[config.mk]
export PLATFORM = sky130hd
export DESIGN_NAME = bounded_stack_with_delete
export DESIGN_NICKNAME = d
export VERILOG_FILES = /design/src/bstk_pkg.sv /design/src/bounded_stack_with_delete.sv
export VERILOG_INCLUDE_DIRS = /design/src /design/src/src
export SDC_FILE = /design/constraint.sdc
export NUM_CORES = 1
export LEC_CHECK = 0
export BUFFER_PORTS_ARGS = -buffer_cell sky130_fd_sc_hd__buf_4
export CAP_MARGIN = 20
export CORE_MARGIN = 1.5
export CORE_UTILIZATION = 45
export DETAILED_ROUTE_END_ITERATION = 12
export PLACE_DENSITY = 0.65
export SETUP_SLACK_MARGIN = 0.2
export SLEW_MARGIN = 20
export SYNTH_ARGS = -nofsm -noshare
export SYNTH_HDL_FRONTEND = slang
export SYNTH_SLANG_ARGS = --single-unit
[constraint.sdc]
create_clock -name clk_i -period 3.7 [get_ports clk_i]
set_input_delay 0.185 -clock clk_i [delete_from_list [all_inputs] [get_ports clk_i]]
set_output_delay 0.185 -clock clk_i [all_outputs]
set_load 0.05 [all_outputs]
[src/bounded_stack_with_delete_assert.svh]
// Assertion macros for the bounded stack with delete.
`ifndef BOUNDED_STACK_WITH_DELETE_ASSERT_SVH
`define BOUNDED_STACK_WITH_DELETE_ASSERT_SVH

// Same-cycle implication, sampled on clk_i, off while rst_ni is low.
`define BSTK_ASSERT_NOW(lbl, ante, cons, msg) \
  lbl: assert property (@(posedge clk_i) disable iff (!rst_ni) (ante) |-> (cons)) \
    else $error(msg);

// Next-cycle implication, sampled on clk_i, off while rst_ni is low.
`define BSTK_ASSERT_NEXT(lbl, ante, cons, msg) \
  lbl: assert property (@(posedge clk_i) disable iff (!rst_ni) (ante) |=> (cons)) \
    else $error(msg);

`endif

[src/bstk_pkg.sv]
// Types and constants shared by the bounded stack with delete.
package bstk_pkg;

  localparam int unsigned DefaultDepth = 8;
  localparam int unsigned DataW        = 32;
  localparam int unsigned DepthNowW    = 4;

  typedef enum logic [1:0] {
    ACT_PUSH   = 2'd0,
    ACT_POP    = 2'd1,
    ACT_PEEK   = 2'd2,
    ACT_DELETE = 2'd3
  } action_e;

  typedef enum logic [1:0] {
    ST_OK        = 2'd0,
    ST_OVERFLOW  = 2'd1,
    ST_UNDERFLOW = 2'd2,
    ST_NOTFOUND  = 2'd3
  } status_e;

endpackage

[src/bounded_stack_with_delete.sv]
// Bounded LIFO stack of signed words with push, pop, peek and delete-by-value.
//
// One request at a time. Entries live in a single memory with one write and one
// registered read per cycle, so every step moves at most one entry. Delete reads
// down from the top, one entry per cycle, until it finds a match, then moves
// each entry above the match down one place, one per cycle. The result sits in
// an output register, so a request may be taken while the previous result still
// waits on out_stall_i. Entries need no reset.
`include "bounded_stack_with_delete_assert.svh"

module bounded_stack_with_delete
  import bstk_pkg::*;
#(
  parameter int unsigned DEPTH = DefaultDepth
) (
  input  logic                        clk_i,
  input  logic                        rst_ni,
  input  logic                        in_valid_i,
  output logic                        in_stall_o,
  input  logic [1:0]                  action_i,
  input  logic signed [DataW-1:0]     operand_i,
  output logic                        out_valid_o,
  input  logic                        out_stall_i,
  output logic signed [DataW-1:0]     read_value_o,
  output logic [1:0]                  status_o,
  output logic [DepthNowW-1:0]        depth_now_o
);

  localparam int unsigned CntW  = $clog2(DEPTH + 1);
  localparam int unsigned AddrW = $clog2(DEPTH);

  typedef enum logic [4:0] {
    S_IDLE  = 5'b00001,
    S_READ  = 5'b00010,
    S_CMP   = 5'b00100,
    S_SHIFT = 5'b01000,
    S_DONE  = 5'b10000
  } state_e;

  state_e              state_q, state_d;
  logic [CntW-1:0]     cnt_q, cnt_d;
  logic [AddrW-1:0]    idx_q, idx_d;
  action_e             action_q;
  logic [DataW-1:0]    operand_q;
  logic [DataW-1:0]    res_value_q, res_value_d;
  status_e             res_status_q, res_status_d;
  logic                out_valid_q, out_valid_d;
  logic                out_load;
  logic [DataW-1:0]    out_value_q;
  status_e             out_status_q;
  logic [DepthNowW-1:0] out_depth_q;
  logic [CntW+DepthNowW-1:0] cnt_ext;

  logic [DataW-1:0]    stack_mem [DEPTH];
  logic [DataW-1:0]    rd_data_q;
  logic                mem_we, mem_re;
  logic [AddrW-1:0]    mem_waddr, mem_raddr;
  logic [DataW-1:0]    mem_wdata;

  logic                in_acc;
  logic                out_free;
  logic [AddrW-1:0]    top_idx;
  logic                is_full, is_empty;

  assign in_stall_o = (state_q != S_IDLE);
  assign in_acc     = in_valid_i && !in_stall_o;
  assign out_free   = !out_valid_q || !out_stall_i;
  assign top_idx    = AddrW'(cnt_q - 1'b1);
  assign is_full    = (cnt_q == CntW'(DEPTH));
  assign is_empty   = (cnt_q == '0);
  assign cnt_ext    = {{DepthNowW{1'b0}}, cnt_q};

  always_comb begin
    state_d      = state_q;
    cnt_d        = cnt_q;
    idx_d        = idx_q;
    res_value_d  = res_value_q;
    res_status_d = res_status_q;
    out_valid_d  = out_valid_q;
    out_load     = 1'b0;
    mem_we       = 1'b0;
    mem_waddr    = idx_q;
    mem_wdata    = rd_data_q;
    mem_re       = 1'b0;
    mem_raddr    = idx_q;

    // Drain the output register when the consumer takes the result.
    if (out_valid_q && !out_stall_i) begin
      out_valid_d = 1'b0;
    end

    unique case (state_q)
      S_IDLE: begin
        if (in_acc) begin
          res_value_d  = '0;
          res_status_d = ST_OK;
          state_d      = S_DONE;
          unique case (action_e'(action_i))
            ACT_PUSH: begin
              if (is_full) begin
                res_status_d = ST_OVERFLOW;
              end else begin
                mem_we    = 1'b1;
                mem_waddr = AddrW'(cnt_q);
                mem_wdata = operand_i;
                cnt_d     = cnt_q + 1'b1;
              end
            end
            ACT_POP, ACT_PEEK: begin
              if (is_empty) begin
                res_status_d = ST_UNDERFLOW;
              end else begin
                mem_re    = 1'b1;
                mem_raddr = top_idx;
                state_d   = S_READ;
              end
            end
            ACT_DELETE: begin
              if (is_empty) begin
                res_status_d = ST_UNDERFLOW;
              end else begin
                mem_re    = 1'b1;
                mem_raddr = top_idx;
                idx_d     = top_idx;
                state_d   = S_CMP;
              end
            end
            default: ;
          endcase
        end
      end
      S_READ: begin
        res_value_d = rd_data_q;
        if (action_q == ACT_POP) begin
          cnt_d = cnt_q - 1'b1;
        end
        state_d = S_DONE;
      end
      S_CMP: begin
        if (rd_data_q == operand_q) begin
          if (idx_q == top_idx) begin
            cnt_d   = cnt_q - 1'b1;
            state_d = S_DONE;
          end else begin
            // Start moving the entries above the match down.
            mem_re    = 1'b1;
            mem_raddr = idx_q + 1'b1;
            idx_d     = idx_q + 1'b1;
            state_d   = S_SHIFT;
          end
        end else if (idx_q == '0) begin
          res_status_d = ST_NOTFOUND;
          state_d      = S_DONE;
        end else begin
          mem_re    = 1'b1;
          mem_raddr = idx_q - 1'b1;
          idx_d     = idx_q - 1'b1;
        end
      end
      S_SHIFT: begin
        // Read one above while writing the previous entry one below.
        mem_we    = 1'b1;
        mem_waddr = idx_q - 1'b1;
        mem_wdata = rd_data_q;
        if (idx_q == top_idx) begin
          cnt_d   = cnt_q - 1'b1;
          state_d = S_DONE;
        end else begin
          mem_re    = 1'b1;
          mem_raddr = idx_q + 1'b1;
          idx_d     = idx_q + 1'b1;
        end
      end
      S_DONE: begin
        if (out_free) begin
          out_load    = 1'b1;
          out_valid_d = 1'b1;
          state_d     = S_IDLE;
        end
      end
      default: state_d = S_IDLE;
    endcase
  end

  always_ff @(posedge clk_i or negedge rst_ni) begin
    if (!rst_ni) begin
      state_q     <= S_IDLE;
      cnt_q       <= '0;
      out_valid_q <= 1'b0;
    end else begin
      state_q     <= state_d;
      cnt_q       <= cnt_d;
      out_valid_q <= out_valid_d;
    end
  end

  always_ff @(posedge clk_i) begin
    idx_q        <= idx_d;
    res_value_q  <= res_value_d;
    res_status_q <= res_status_d;
    if (in_acc) begin
      action_q  <= action_e'(action_i);
      operand_q <= operand_i;
    end
    if (out_load) begin
      out_value_q  <= res_value_q;
      out_status_q <= res_status_q;
      out_depth_q  <= cnt_ext[DepthNowW-1:0];
    end
  end

  always_ff @(posedge clk_i) begin
    if (mem_we) begin
      stack_mem[mem_waddr] <= mem_wdata;
    end
    if (mem_re) begin
      rd_data_q <= stack_mem[mem_raddr];
    end
  end

  assign out_valid_o  = out_valid_q;
  assign read_value_o = out_value_q;
  assign status_o     = out_status_q;
  assign depth_now_o  = out_depth_q;

  `BSTK_ASSERT_NOW(a_cnt_bound, 1'b1, cnt_q <= CntW'(DEPTH), "stack count beyond depth")
  `BSTK_ASSERT_NOW(a_mem_write_src, mem_we,
                   (state_q == S_SHIFT) || (in_acc && action_i == ACT_PUSH),
                   "unexpected memory write")
  `BSTK_ASSERT_NEXT(a_idle_cnt_hold, (state_q == S_IDLE) && !in_acc, $stable(cnt_q),
                    "count changed without a request")
  `BSTK_ASSERT_NOW(a_out_from_done, $rose(out_valid_q), $past(state_q) == S_DONE,
                   "result presented without a finished request")

endmodule
Word level (Yosys, flattened, before mapping)

Memory sizes are Yosys's and may differ from the RTL's. A register that Yosys moved wholly into a read port is not among the register bits.
Cells that the tools add are included.

Flip-flop bits (word level): 119
Memory bits (writable): 256
Input port bits: 38
Output and inout bits: 40
Word-level logic and storage cells: 122
Memories kept: 1

Add/subtract/negate cells: 4
Equality and inequality tests: 24
Mux-type cells: 62
Reduce and logical (&&, ||, !) cells: 20

Memories:

| name      | depth | width | read ports | clocked after Yosys merged registers in | wr ports | line                            | RTL |
|---|---|---|---|---|---|---|---|
| stack_mem | 8     | 32    | 1          | 1                                       | 1        | bounded_stack_with_delete.sv:54 | `logic [DataW-1:0] stack_mem [DEPTH];` |

Operators by type and width:

| cell                | count |
|---|---|
| $mux 32             | 5 |
| $pmux 32 s2         | 1 |
| $mux 5              | 8 |
| $mux 3              | 11 |
| $eq 32x32->1        | 1 |
| $pmux 5 s5          | 1 |
| $mux 4              | 6 |
| $pmux 3 s3          | 2 |
| $mux 1              | 17 |
| $ne 2x2->1 const B  | 8 |
| $pmux 4 s4          | 1 |
| $pmux 5 s2          | 1 |
| $mux 2              | 4 |
| $pmux 2 s2          | 2 |
| $reduce_and 4->1    | 2 |
| $pmux 3 s2          | 1 |
| $reduce_and 6->1    | 1 |
| $eq 5x1->1 const B  | 1 |
| $eq 5x2->1 const B  | 1 |
| $eq 5x3->1 const B  | 1 |
| $eq 5x4->1 const B  | 1 |
| $eq 5x5->1 const B  | 1 |
| $ne 5x1->1 const B  | 1 |
| $add 4x1->4 const B | 1 |
| 24 further kinds    | 31 |

Logic depth before layout (Yosys ltp)

Gate-level depths: netlist (run 1).

Depth in word-level cells: 7
Depth in mapped cells: 14
Depth with buffers taken out: 11

Least setup slack after synthesis (run 1)

No wires, ideal clock.

Path type: reg2reg
Start point: register state_q[0]
End point: memory stack_mem[1][0] (enable)
Library setup time: 0.421 ns
Arrival: 3.374 ns
Required time: 3.279 ns
Setup slack: -0.095 ns
Cell stages (with the launch flop): 10
Path buffers: 1
Period minus slack after synthesis: 3.795 ns
Cells stage by stage: dfstp_2 and4bb_2 clkbuf_1 nand2_1 nor2_1 o21ai_0 nand2_1 o211ai_1 nand2b_1 nor2_1

Cells in the longest elaborated chain, start to end: 7
Elaborated cells between the ends (all ways): 11
Classes of those cells: eq/ne: 3; mux: 6; reduce/logical: 2

RTL lines:

| item                         | line                             | RTL |
|---|---|---|
| from (decl)                  | bounded_stack_with_delete.sv:40  | `state_e state_q, state_d;` |
| from (signal assigned)       | bounded_stack_with_delete.sv:191 | `state_q <= state_d;` |
| $ne 5x1->1                   | bounded_stack_with_delete.sv:65  | `assign in_stall_o = (state_q != S_IDLE);` |
| $logic_not 1->1              | bounded_stack_with_delete.sv:66  | `assign in_acc = in_valid_i && !in_stall_o;` |
| $logic_and 1x1->1            | bounded_stack_with_delete.sv:66  |  |
| $mux 1                       | bounded_stack_with_delete.sv:94  | `if (in_acc) begin` |
| $pmux 1 s2                   | bounded_stack_with_delete.sv:92  | `unique case (state_q)` |
| $mux 1                       | bounded_stack_with_delete.sv:213 | `if (mem_we) begin` |
| $mux 1 (not written as such) | bounded_stack_with_delete.sv:214 | `stack_mem[mem_waddr] <= mem_wdata;` |
| to (decl)                    | bounded_stack_with_delete.sv:54  |  |

Parallel ways exist; a longest one is shown, timed or not.

Worst setup path after layout (run 1)

Start point: register cnt_q[1]
End point: register rd_data_q[8], read port of stack_mem (data pin)

Cells in the longest elaborated chain, start to end: 5
Elaborated cells between the ends (all ways): 15
Classes of those cells: add/sub: 1; eq/ne: 1; mux: 12; reduce/logical: 1

RTL lines:

| item                                                  | line                                                               | RTL |
|---|---|---|
| from (decl)                                           | bounded_stack_with_delete.sv:41                                    | `logic [CntW-1:0] cnt_q, cnt_d;` |
| from (signal assigned)                                | bounded_stack_with_delete.sv:192                                   | `cnt_q <= cnt_d;` |
| $sub 4x1->4 / $logic_not 4->1 (equally long branches) | -                                                                  |  |
| $eq 3x3->1, or another cell as far along              | bounded_stack_with_delete.sv:141, bounded_stack_with_delete.sv:165 |  |
| $mux 3, or another cell as far along (2 in a row)     | -                                                                  |  |
| $pmux 3 s3 / $pmux 1 s3 (equally long branches)       | bounded_stack_with_delete.sv:92                                    |  |
| to (decl)                                             | bounded_stack_with_delete.sv:55                                    | `logic [DataW-1:0] rd_data_q;` |

Parallel ways exist; a longest one is shown, timed or not.
A chain may end at the register's enable or synchronous reset.

==> results of run 1 <==
-- cell usage after synthesis (4+ instances only) --
cell type,number,area share [%]
buf_2,8,0.24
mux2i_1,129,7.8
inv_1,10,0.23
a31oi_1,4,0.15
clkbuf_1,17,0.39
a21oi_1,12,0.36
buf_6,6,0.41
and2_1,34,1.3
nand2_1,23,0.52
buf_12,7,0.85
a22o_1,64,3.4
ha_1,7,0.53
edfxtp_1,397,72
nand2b_1,7,0.27
xor2_1,37,2.0
nand3_1,8,0.24
nor2_1,54,1.2
dfrtp_1,9,1.4
o21ai_0,18,0.55
mux2_2,32,2.2
nor4_1,8,0.30
-- worst min-delay path by stage --
stage / cells past startpoint / endpoint / slack (ns)
after detailed placement: 1 / out_valid_o$_DFF_PN0_ / 0.03
after global placement: 1 / out_valid_o$_DFF_PN0_ / 0.03
after floorplan: 0 / cnt_q[0]$_DFFE_PN0P_ / -0.11
after global routing: 2 / out_valid_o$_DFF_PN0_ / 0.03
final: 2 / out_valid_o$_DFF_PN0_ / 0.03
after CTS: 2 / out_valid_o$_DFF_PN0_ / 0.02
-- stage by stage --
step                setup WS (ns)  TNS [ns]
floorplan                -0.09513    -11.64
global placement           0.2222         0
detailed placement         0.1645         0
CTS                        0.2463         0
global route               0.1836         0
finish                     0.3665         0
-- final cells by class --
| cell class | instances | area, um2 |
|---|---|---|
| clock buffer | 46 | 1075 |
| clock inverter | 29 | 225.2 |
| sequential | 407 | 12170 |
| tap | 461 | 576.8 |
| fill | 2827 | 16340 |
| timing repair buffer | 145 | 1383 |
| multi-input combinational | 491 | 4019 |
| inverter | 11 | 41.29 |
-- kinds of logic (layout without fill, tap and decap cells) --
logic type | count (synthesis) | count (layout) | share of synthesized area (%)
buffers and inverters | 54 | 231 | 2.378
XOR/XNOR | 40 | 40 | 2.211
AO/OA/AOI/OAI | 124 | 124 | 5.850
flip-flops | 407 | 407 | 73.92
adder cells (fa/ha/maj) | 7 | 7 | 0.5318
multiplexers | 161 | 161 | 10.03
AND/OR/NAND/NOR | 159 | 159 | 5.083
-- power breakdown --
group / total, mW / switching [mW] / internal [mW]
Combinational: 6.02 / 3.71 / 2.31
Clock: 4.00 / 1.69 / 2.30
Sequential: 7.27 / 0.419 / 6.85
Total: 17.3 / 5.82 / 11.5
-- layer usage --
layer | global-route usage, % | vias up | share of wire [%]
met1 | 25.77 | 4416 | 44
li1 | - | 3983 | -
met3 | 2.672 | 51 | 4.3
met4 | 4.919 | 0 | 2.2
met2 | 31.96 | 237 | 50
met5 | 0 | - | 0
-- timing repair --
action	CTS	global route
setup buffers	0	0
setup endpoints to repair	13	32
pin swaps	0	0
hold buffers	36	0
gates resized for setup	1	5
endpoints found under the hold margin	46	0
-- cells in the final DEF (no fill, tap or decap), drive strengths merged, types with 2 or more instances in the layout --
master	instances
dfrtp	9
a22o	64
and4	2
o22ai	3
nand3	9
a21boi	2
xor2	37
o211ai	3
o221ai	3
a21oi	13
a31oi	4
o21ai	21
edfxtp	397
bufinv	3
mux2	32
ha	7
o211a	2
clkinv	22
nor4	8
and2	34
or3	3
dlygate4sd3	36
or2	3
xnor2	2
nand4	4
clkinvlp	3
o21a	3
inv	12
nor2	55
nor3	2
nand2b	7
and3	3
nand2	23
clkbuf	46
buf	109
mux2i	129
-- registers in the layout (all words and copies together), names as in the netlist, 2 cells and up --
register	count
stack_mem	256
operand_q	32
rd_data_q	32
read_value_o	32
res_value_q	32
state_q	5
cnt_q	4
depth_now_o	4
idx_q	3
action_q	2
res_status_q	2
status_o	2
-- critical path: cells and delay by family, from the launching register on --
kind,cells,cell delay [ns]
simple gates,4,0.87
compound gates,3,0.69
buf+inv,3,0.58
flops,1,0.46
fa+ha+maj,1,0.24
mux,1,0.23
==> key figures, run 1 <==
Clock tree
  • CTS root buf: clkbuf_16
  • Worst skew pair latency: 0.54 ns
  • Sinks on Clock Net: 407
  • Total CTS buffers: 41
  • Clk slew on worst S/H paths: 0.06 ns
  • CTS tree: built
  • Clock Path Buffers: 3
  • H-Tree Depth: 2

Floorplan
  • Ports: 78
  • Row count: 69
  • Placeable Area: 0.03583 mm2
  • Die area: 0.03775 mm2
  • Die Ht: 194.3 um
  • Initial Util: 45.96%
  • Chip Width: 194.3 um

Final layout
  • Layout cell share with drive strength beyond 1: 20.37%
  • Antenna Cells: 0
  • Final instance area: 0.01949 mm2
  • Non-filler cells, final: 1,590
  • Final Util: 54.41%
  • # nets final: 1,142
  • Area Overhead vs Synth: 18.36%

Timing
  • Max Slew Vio Count: 0
  • Post-Route Skew: 0.01171 ns
  • Min cycle time layout: 3.334 ns
  • Unrepaired setup endpoints after global routing: yes
  • Final setup violating endpoints: 0
  • F_max: 300.0 MHz
  • Worst-Margin Slew: 0.8788 ns
  • Min Hold Slack: 0.02667 ns
  • Period Utilization, post-route: 90.10%
  • Slew HR: 41.41%
  • Final Hold Vio Count: 0

GRT
  • Initial antenna violation count: 0
  • Total gr overflow: 0
  • Pin count of the biggest net entering global routing: 36
  • Vias in the first global route: 8,621
  • GRT Total Usage: 18.89%
  • First-pass GRT wire length: 53.03 mm

Worst setup path
  • Reg-to-Reg End: rd_data_q[8]$_DFFE_PP_
  • R2R cell count: 12
  • CP max FO: 30
  • R2R setup slack: 0.37 ns
  • FF-to-FF Start: cnt_q[1]$_DFFE_PN0P_
  • Critical-path top delay cell: dfrtp_1
  • Worst path arrival time: 3.63 ns
  • Crit path largest cell delay: 0.46 ns
  • CP endpoint: rd_data_q[8]$_DFFE_PP_
  • CP startpoint kind: flop
  • WS Path Type: reg -> reg
  • Worst path cell trace: inv_1 > ha_1 > or3b_1 > and2_1 > o21ai_0 > nand2_1 > a32oi_4 > buf_12 > buf_12 > mux2i_1 > a22o_1 > nor2_1
  • CP endpoint kind: flop
  • Worst path required time: 3.99 ns
  • Crit path from: cnt_q[1]$_DFFE_PN0P_
  • CP dominant cell by count: buf_12

Yosys
  • Syn Area/Cell: 17.30 um2
  • Seq/Total Area, Yosys: 73.92%
  • Post-synthesis register bit count: 407
  • Warnings from Yosys: 0
  • Mapped Area: 0.01647 mm2
  • EDFF count, synth: 397
  • Cell variety after synth: 61
  • Net Count, Synth: 997
  • Most used DFF post-synth: edfxtp_1
  • Synth Instances: 952
  • Fraction of registers with async set or reset after synthesis: 2.457%

Power and ir drop
  • Cell leakage power: 6.973 nW
  • Power per Cell Area: 886.9 mW/mm2
  • Power, Total: 17.29 mW
  • Worst vdd ir: 0.4158 mV

Placed design
  • GP Congestion: 0.8984
  • Post-Place Cell Area: 0.01780 mm2
  • Port Buffers: 77
  • DP Wirelength: 20.59 mm
  • Dpl cells: 1,479

Detailed routing
  • DR vias: 8,687
  • Router iterations before antenna repair: 5
  • Iteration-0 DRC count of the detailed router: 596
  • Drc violations: 0
  • Final ANT Viol Nets: 0
  • Via-per-instance ratio: 5.464
  • Wire per inst: 22.35 um
  • Final wirelength: 35.54 mm

Status
  • Status: completed

Run
  • Max-cap violations: 0

Min path
  • Hold WC Path Type: in -> async
Power figures use the tool's default switching activity.
==> run 2, diff against run 1 <==
==> constraint.sdc (replaced) <==
create_clock -name clk_i -period 3.7 [get_ports clk_i]
set_input_delay 0.74 -clock clk_i [delete_from_list [all_inputs] [get_ports clk_i]]
set_output_delay 0.74 -clock clk_i [all_outputs]
set_load 0.05 [all_outputs]
==> run 2 against run 1 <==
  * Clock skew about the same
  * Cell area down 1.7%
  * Wire length up 0.42%
  * Largest cell class unchanged
  * Global-route usage down 0.077 points
  * Critical path type unchanged
  * Die area unchanged
  * Sequential power about the same
  * Clock power down 2%
  * Setup slack worse by 0.035 ns
  * Critical endpoint is now rd_data_q[7]$_DFFE_PP_
==> key figures, run 2 (synthesis results as in run 1) <==
Status
  • Status: completed

Timing
  • Final Hold Vio Count: 0 (unchanged)
  • Slew HR: 43.78% (+2.4 points)
  • Worst-Margin Slew: 0.8432 ns (-0.03556 ns)
  • Post-Route Skew: 0.01162 ns (-0.00009190 ns)
  • Max Slew Vio Count: 0 (unchanged)
  • F_max: 296.9 MHz (-1.0%)
  • Fin Setup TNS: 0 ns (unchanged)
  • Final setup violating endpoints: 0 (unchanged)
  • Period Utilization, post-route: 91.04% (+0.94 points)
  • Unrepaired setup endpoints after global routing: no
  • Final WS setup: 0.3317 ns (-0.03478 ns)
  • Min cycle time layout: 3.368 ns (+0.03478 ns)

Worst setup path
  • R2R cell count: 12 (unchanged)
  • Family with the most delay on the worst path: simple AND/OR/NAND/NOR gates
  • CP startpoint kind: flop
  • Worst path cell trace: xor2_1 > nor4_2 > buf_4 > and4_1 > nand4_4 > o211a_4 > a32oi_4 > buf_12 > bufbuf_16 > mux2i_1 > a22o_1 > nor2_1
  • WS Path Type: reg -> reg
  • CP endpoint: rd_data_q[7]$_DFFE_PP_
  • FF-to-FF Start: rd_data_q[15]$_DFFE_PP_
  • R2R setup slack: 0.33 ns (-0.03 ns)
  • Critical-path top delay cell: edfxtp_1
  • CP max FO: 25 (-17%)
  • Crit path from: rd_data_q[15]$_DFFE_PP_
  • CP endpoint kind: flop
  • Reg-to-Reg End: rd_data_q[7]$_DFFE_PP_
  • Buf+Inv Stages, Crit Path: 3 (unchanged)
  • Worst path required time: 3.99 ns (about the same)
  • Crit path largest cell delay: 0.46 ns (about the same)
  • Worst path arrival time: 3.66 ns (+0.03 ns)
  • WP depth: 12 (unchanged)

Floorplan
  • Row count: 69 (unchanged)
  • Die Ht: 194.3 um (unchanged)
  • Chip Width: 194.3 um (unchanged)
  • Die area: 0.03775 mm2 (unchanged)
  • Initial Util: 45.96% (unchanged)
  • Ports: 78 (unchanged)
  • Placeable Area: 0.03583 mm2 (unchanged)

Final layout
  • Area Overhead vs Synth: 16.32%
  • Fillers: 2,864 (+1.3%)
  • Most frequent cells in the layout: 397 x edfxtp_1, 129 x mux2i_1, 107 x buf_4
  • Layout cell share with drive strength beyond 1: 21.01% (+0.64 points)
  • Commonest non-fill, non-tap cell in the layout: edfxtp_1
  • Antenna Cells: 0 (unchanged)
  • # nets final: 1,118 (-2.1%)
  • Largest register FFs: 256 (unchanged)
  • Largest reg by FF count: stack_mem

GRT
  • Pin count of the biggest net entering global routing: 41 (+14%)
  • First-pass GRT wire length: 52.92 mm (-0.19%)
  • GRT Total Usage: 18.81% (-0.077 points)
  • Total gr overflow: 0 (unchanged)
  • Initial antenna violation count: 0 (unchanged)
  • Vias in the first global route: 8,397 (-2.6%)

Placed design
  • Port Buffers: 77 (unchanged)
  • DP Wirelength: 20.80 mm (+1.0%)
  • Dpl ws: 0.1904 ns (+0.02587 ns)
  • GP Congestion: 0.8778 (-2.3%)

Min path
  • Hold WC Path Type: in -> async

Clock tree
  • CTS tree: built
  • Total CTS buffers: 42 (+2.4%)
  • CTS root buf: clkbuf_16
  • Clock Path Buffers: 3 (unchanged)
  • Worst skew pair latency: 0.53 ns (about the same)
  • Sinks on Clock Net: 407 (unchanged)
  • Clk slew on worst S/H paths: 0.06 ns (about the same)
  • H-Tree Depth: 2 (unchanged)

Detailed routing
  • Iteration-0 DRC count of the detailed router: 767 (+29%)
  • Router iterations before antenna repair: 5 (unchanged)
  • Wire per inst: 22.81 um (+2.0%)
  • Via-per-instance ratio: 5.537 (+1.4%)
  • DR vias: 8,666 (-0.24%)
  • Drc violations: 0 (unchanged)
  • Final ANT Viol Nets: 0 (unchanged)
  • Final wirelength: 35.69 mm (+0.42%)

Power and ir drop
  • Cell leakage power: 6.861 nW (-1.6%)
  • Power per Cell Area: 905.5 mW/mm2 (+2.1%)
  • Worst vdd ir: 0.5697 mV (+37%)
  • Power, Total: 17.35 mW (+0.34%)

Run
  • Max-cap violations: 0 (unchanged)
## run 2: what timing repair did
item	4_1_cts	5_1_grt
hold buffers	0	0
gates resized for setup	0	5
cloned	1	0
setup endpoints to repair	1	32
buffers inserted	1	0
pin swaps	1	0
## run 2: layout make-up
type	instances	area, um2	area share [%]
repair buffers	120	1076	5.617
well taps	461	576.8	3.011
multi-input cells	491	4021	20.99
clock buffers	53	1114	5.813
clock inverters	22	153.9	0.8034
inverters	11	41.29	0.2155
flip-flops and latches	407	12170	63.55
## run 2: worst min path at each step
| stage | depth (start not counted) | to | slack, ns |
|---|---|---|---|
| 2_1_floorplan | 0 | read_value_o[0]$_DFFE_PP_ | 0.40 |
| 3_3_place_gp | 0 | read_value_o[20]$_DFFE_PP_ | 0.40 |
| 3_5_place_dp | 0 | read_value_o[31]$_DFFE_PP_ | 0.40 |
| 4_1_cts | 1 | out_valid_o$_DFF_PN0_ | 0.02 |
| 5_1_grt | 1 | state_q[1]$_DFFE_PN0P_ | 0.03 |
| 6_report | 1 | out_valid_o$_DFF_PN0_ | 0.03 |
## run 2: worst register-to-register path: cells and delay by family, from the launching register on
family                    cells  cell delay [ns]
AOI/OAI and AO/OA             3             0.58
xor gates and xnor gates      1             0.24
buffers and inverters         3             0.72
DFF                           1             0.46
muxes                         1             0.22
and+or+nand+nor               4             0.91
## run 2: power by group
group	internal (mW)	total (mW)	switching, mW
Clock	2.26	3.92	1.66
Combinational	2.37	6.13	3.76
Sequential	6.86	7.29	0.435
Total	11.5	17.3	5.85
## run 2: metal layers
metal / part of all wire [%] / vias to the layer above / global-route usage (%)
li1: - / 3941 / -
met1: 45 / 4430 / 25.86
met5: 0 / - / 0
met2: 49 / 239 / 31.35
met4: 2.2 / 0 / 5.208
met3: 4.4 / 56 / 2.811
## run 2: stage by stage
stage / cells / utilization (%) / hold WS (ns) / area [um2]
global route: 1565 / 53.47 / 0.02573 / 19160
finish: 1565 / 53.47 / 0.03458 / 19160
global placement: 1488 / 49.69 / 0.4009 / 17800
CTS: 1565 / 53.38 / 0.02144 / 19120
floorplan: 952 / - / 0.4003 / 16480
detailed placement: 1488 / 49.69 / 0.4045 / 17800
